`src/rtl/pcf_pkg.sv`:
```
// Package for the pitch complementary filter unit.
// Holds widths, register indexes, controller states and the CORDIC angle table.
// No dependencies.
package pcf_pkg;

  localparam int CordicIterations = 16;
  localparam int AtanEntries = 24;
  localparam int CordicSteps = (CordicIterations < AtanEntries) ? CordicIterations : AtanEntries;
  localparam int IterW = 5;

  localparam logic signed [63:0] Deg180 = 64'sd11796480;

  localparam logic [2:0] RegBlendGain = 3'd0;
  localparam logic [2:0] RegGyroStepScale = 3'd1;
  localparam logic [2:0] RegBiasGain = 3'd2;
  localparam logic [2:0] RegAccelXOffset = 3'd3;
  localparam logic [2:0] RegAccelZOffset = 3'd4;

  typedef enum logic [2:0] {
    ST_IDLE,
    ST_PREP,
    ST_CORDIC,
    ST_MUL1,
    ST_MUL2,
    ST_OUT
  } pcf_state_t;

  typedef struct packed {
    logic load;
    logic prep;
    logic iter;
    logic mul1;
    logic mul2;
    logic commit;
  } pcf_cmd_t;

  typedef struct packed {
    logic cordic_done;
  } pcf_status_t;

  function automatic logic [21:0] atan_deg(input logic [IterW-1:0] i);
    logic [21:0] r;
    case (i)
      5'd0: r = 22'd2949120;
      5'd1: r = 22'd1740967;
      5'd2: r = 22'd919879;
      5'd3: r = 22'd466945;
      5'd4: r = 22'd234379;
      5'd5: r = 22'd117304;
      5'd6: r = 22'd58666;
      5'd7: r = 22'd29335;
      5'd8: r = 22'd14668;
      5'd9: r = 22'd7334;
      5'd10: r = 22'd3667;
      5'd11: r = 22'd1833;
      5'd12: r = 22'd917;
      5'd13: r = 22'd458;
      5'd14: r = 22'd229;
      5'd15: r = 22'd115;
      5'd16: r = 22'd57;
      5'd17: r = 22'd29;
      5'd18: r = 22'd14;
      5'd19: r = 22'd7;
      5'd20: r = 22'd4;
      5'd21: r = 22'd2;
      5'd22: r = 22'd1;
      default: r = 22'd0;
    endcase
    return r;
  endfunction

  function automatic logic signed [63:0] clamp180(input logic signed [63:0] v);
    logic signed [63:0] r;
    if (v < -Deg180) r = -Deg180;
    else if (v > Deg180) r = Deg180;
    else r = v;
    return r;
  endfunction

endpackage

```
`src/rtl/pcf_ctrl.sv`:
```
// Controller state machine of the pitch complementary filter unit.
// Depends on pcf_pkg.
module pcf_ctrl import pcf_pkg::*; (
  input  logic        clk,
  input  logic        rst,
  input  logic        in_fire,
  input  logic        out_free,
  input  pcf_status_t status,
  output pcf_cmd_t    cmd,
  output logic        busy
);

  pcf_state_t state, state_next;

  always_ff @(posedge clk) begin
    if (rst) begin
      state <= ST_IDLE;
    end else begin
      state <= state_next;
    end
  end

  always_comb begin
    state_next = state;
    case (state)
      ST_IDLE: if (in_fire) state_next = ST_PREP;
      ST_PREP: state_next = ST_CORDIC;
      ST_CORDIC: if (status.cordic_done) state_next = ST_MUL1;
      ST_MUL1: state_next = ST_MUL2;
      ST_MUL2: state_next = ST_OUT;
      ST_OUT: if (out_free) state_next = ST_IDLE;
      default: state_next = ST_IDLE;
    endcase
  end

  always_comb begin
    cmd = '0;
    busy = 1'b1;
    case (state)
      ST_IDLE: begin
        busy = 1'b0;
        cmd.load = in_fire;
      end
      ST_PREP: cmd.prep = 1'b1;
      ST_CORDIC: cmd.iter = 1'b1;
      ST_MUL1: cmd.mul1 = 1'b1;
      ST_MUL2: cmd.mul2 = 1'b1;
      ST_OUT: cmd.commit = out_free;
      default: busy = 1'b1;
    endcase
  end

endmodule

```
`config.mk`:
```
export PLATFORM = sky130hd
export DESIGN_NAME = pcf_ctrl
export DESIGN_NICKNAME = d
export VERILOG_FILES = /design/src/rtl/pcf_pkg.sv /design/src/rtl/pcf_ctrl.sv
export SDC_FILE = /design/constraint.sdc
export NUM_CORES = 1
export LEC_CHECK = 0
export BUFFER_PORTS_ARGS = -buffer_cell sky130_fd_sc_hd__buf_2
export CAP_MARGIN = 20
export CORE_AREA = 4 4 41 43
export CTS_CLUSTER_DIAMETER = 60
export DETAILED_ROUTE_END_ITERATION = 6
export DIE_AREA = 0 0 45 47
export PLACE_DENSITY = 0.48
export RECOVER_POWER = 25
export SYNTH_ARGS = -nofsm -noshare
export SYNTH_HDL_FRONTEND = slang
export SYNTH_SLANG_ARGS = --single-unit
```
`constraint.sdc`:
```
create_clock -name clk -period 1.1 [get_ports clk]
set_input_delay 0.22 -clock clk [delete_from_list [all_inputs] [get_ports clk]]
set_output_delay 0.22 -clock clk [all_outputs]
set_load 0.01 [all_outputs]
```
==> results.md <==
- The sum of met2 wire segment lengths after detailed routing is 340 um.
- The arrival time at the worst endpoint is 1150 ps.
- The finished cells cover 425 sq um.
- For this run, the register share of the synthesized area comes to 26.4%.
- The number of global-route vias before repair came to 235.
- The number of antenna violations at the first check in global routing was 0.
- The detailed router placed 255 vias in this run.
- The worst IR drop on VDD is 0.000357 V.
- After detailed routing, the number of remaining DRC violations is 0.
- The number of endpoints with negative hold slack in the final report was 0.
- The die footprint is 0.00212 sq mm.
- The kind of start point of the critical path is a register.
- The final max-slew violation count is 0.
- The relative max-transition margin is 85.5%.
- In the final layout, the registers with the most flip-flops are state (3).
- The register with the most flip-flops in the layout has 3 of them.
- The number of maximum-capacitance constraint violations is 0.
- The area growth from synthesis to layout is 86.8%.
- The worst hold path passes through 2 cells.
- For this block, the routed nets add up to 653 um of wire.
- Sorting the synthesized cells by area gives the leading types as dfxtp_1 (26%), buf_6 (9.9%), a221oi_2 (6.6%).
- Clock-pin slew was measured on the worst setup and hold paths at 40 ps.
- The placed wire-length estimate after detailed placement is 431 um.
- The largest incremental delay on the critical path is 400 ps.
- The number of search-and-repair iterations in the first detailed-routing pass is 2.
- The number of enable-type register cells in the synthesized netlist is 0.
- The minimum clock period after layout is 1370 ps.
- The proportion of netlist area held by the largest area contributor is 26.4%.
- In the synthesized netlist the dominant register cell turns out to be dfxtp_1.
- The uppermost layer routed is met4.
- The initial cell density of the core is 17.5%.
- The number of cells on the worst reg-to-reg path is 5.
- The worst hold path begins at rst.
- The count of input and output buffers is 11.
- Prior to clock tree synthesis, the placed netlist has a worst setup slack of -48.6 ps.
- The critical register-to-register path endpoint is state[0].
- Of all cell types, the one taking the most synthesized area is dfxtp_1.
- During I/O placement, the number of pins put on the boundary was 12.
- 0 antenna diodes ended up in the layout.
- The post-layout net count is 53.
- The number of nets in the synthesized netlist is 33.
- The setup TNS after final layout is -1270 ps.
- The standby leakage power is 0.198 nW.
- The post-synthesis register bit count is 3.
- The cell area that synthesis handed to floorplanning was 228 sq um.
- The final routed wire length divided by cell count is 10.5 um.
- During synthesis, Yosys emitted a total of 0 warnings.
- The ratio of final minimum period to clock period is 124%.
- Across all setup checks in the final design, the least slack found is -265 ps.
- For this design, the slowest cell found on the critical path is or3_4.
- After detailed placement, the total cell area comes to 307 sq um.
- The wire length on met3 is 37 um.
- The floorplan row count is 13.
- For the pin with the worst max-slew slack, the measured transition is 217 ps.
- Once layout is complete, the cells apart from fillers number 62.
- The data required time at the worst endpoint is 880 ps.
- At the later pin of the worst-skew pair, clock insertion delay measures 230 ps.
- After synthesis, the netlist uses 17 different library cells.
- The number of buffers between clock root and the deepest sink is 2.
- Entering global routing, the biggest net connects 6 pins.
- The congestion estimate from routability-driven global placement came to 0.687.
- The maximum achievable frequency is 733 MHz.
- The flow ran to the end, but the final reports show violations.
- The largest clock skew in the final design is 3.94 ps.
- The largest fanout on the critical path is 4.
- Sorting the synthesized cells by how often they occur yields dfxtp_1 (3), nand2_1 (3).
- For this design, the sink count on the clock tree is 3.
- In this run the worst hold path is classified as in -> reg.
- For this design the ratio of total power to cell area is 1690 mW/mm^2.
- In this run, placement finished with an instance count of 55.
- The startpoint-to-endpoint class of the critical path is reg -> out.
- The final core utilization is 32.7%.
- The share of cells above drive strength 1 is 76.6%.
- Counting the buffers created by CTS gives 3.
- Ranked by flip-flop count, first place goes to state.
- STA classifies the critical path endpoint as an output port.
- In this run the number of H-tree levels came out at 1.
- For this design, the CTS-stage hold fixing added 0 buffers.
- The critical path goes through or3_4 > nor2_4 > buf_6.
- The final reports fail on setup timing.
- The cell count after synthesis is 28.
- The combined global-route utilization of all metal layers is 6.47%.
- The first global-routing pass estimated 966 um of wire.
- The startpoint of the most critical register-to-register path is state[1].
- The DRC marker count from the first detailed-route iteration is 3.
- The fraction of registers with async set/reset is 0%.
- Setup repair after global routing could not meet its margin everywhere.
- The residual antenna-violating net count after detailed routing is 0.
- On the final layout, the worst hold slack is 166 ps.
- The average instance area after synthesis is 8.13 sq um.
- The capture endpoint of the worst hold path is state[1].
- The die is 45 um wide.
- The per-cell via count in the routed design is 4.11.
- The TritonCTS clock tree is done.
- Clock tree synthesis selected as its root buffer the cell clkbuf_4.
- For this block, wires on met1 add up to 261 um.
- Across all register-to-register paths, the minimum setup slack is -80 ps.
- The residual overflow from global routing is 0.
- The final total power is 0.720 mW.
- The core region is 0.00130 sq mm.
- The final number of setup-violating endpoints is 9.
- The floorplan die height is 47 um.
## kinds of logic after synthesis
| family | count (synthesis) | share of synthesized area (%) |
|---|---|---|
| buffers and inverters | 4 | 13.2 |
| AOI/OAI and AO/OA | 4 | 14.3 |
| DFF | 3 | 26.4 |
| muxes | 1 | 4.40 |
| and+or+nand+nor | 16 | 41.8 |
## worst max-delay path by stage
| stage | from | end | slack, ps | cells past startpoint |
|---|---|---|---|---|
| finish | state[0] | cmd[5] | -270 | 3 |
| floorplan | state[1] | cmd[5] | -80 | 3 |
| CTS | state[0] | cmd[5] | -270 | 3 |
| global placement | state[1] | cmd[5] | -30 | 3 |
| detailed placement | state[1] | cmd[5] | -50 | 3 |
| global route | state[1] | cmd[5] | -310 | 3 |
## cell type report
type / instances / area [sq um]
fillers: 166 / 876
multi-input cells: 21 / 180
flip-flops and latches: 3 / 66.3
well taps: 15 / 18.8
repair buffers: 17 / 126
inverters: 2 / 7.51
clock buffers: 4 / 26.3
## routing by layer
metal  global-route usage [%]  vias up
met1                     6.80      112
li1                         -      134
met5                        0        -
met2                     10.5        7
met4                     7.02        0
met3                     1.15        2
## cells in the final DEF, fill, tap and decap left out, drive strengths merged
master and n:
nand2b 2, inv 2, clkbuf 4, nor2 3, a21oi 2, and3 3, nand2 3, or3 1
mux2i 1, a221oi 1, dfxtp 3, nor3 2, nor3b 1, o21a 1, and2 1, buf 17
## critical path, delay by kind of cell, from the launching register on
family | cells | cell delay (ps)
and+or+nand+nor | 2 | 490
DFF | 1 | 320
buffers and inverters | 1 | 100
## report_power, final
part	switching, mW	leakage, nW	internal (mW)	total [mW]
combinational	0.163	0.157	0.207	0.370
clock	0.0572	0.0150	0.136	0.193
sequential	0.0219	0.0261	0.135	0.157
## timing repair
action / in CTS / in global routing
setup buffers: 3 / 2
gates resized for setup: 14 / 6
endpoints found under the setup margin: 8 / 9
pin swaps: 2 / 2
Power figures use the tool's default switching activity.
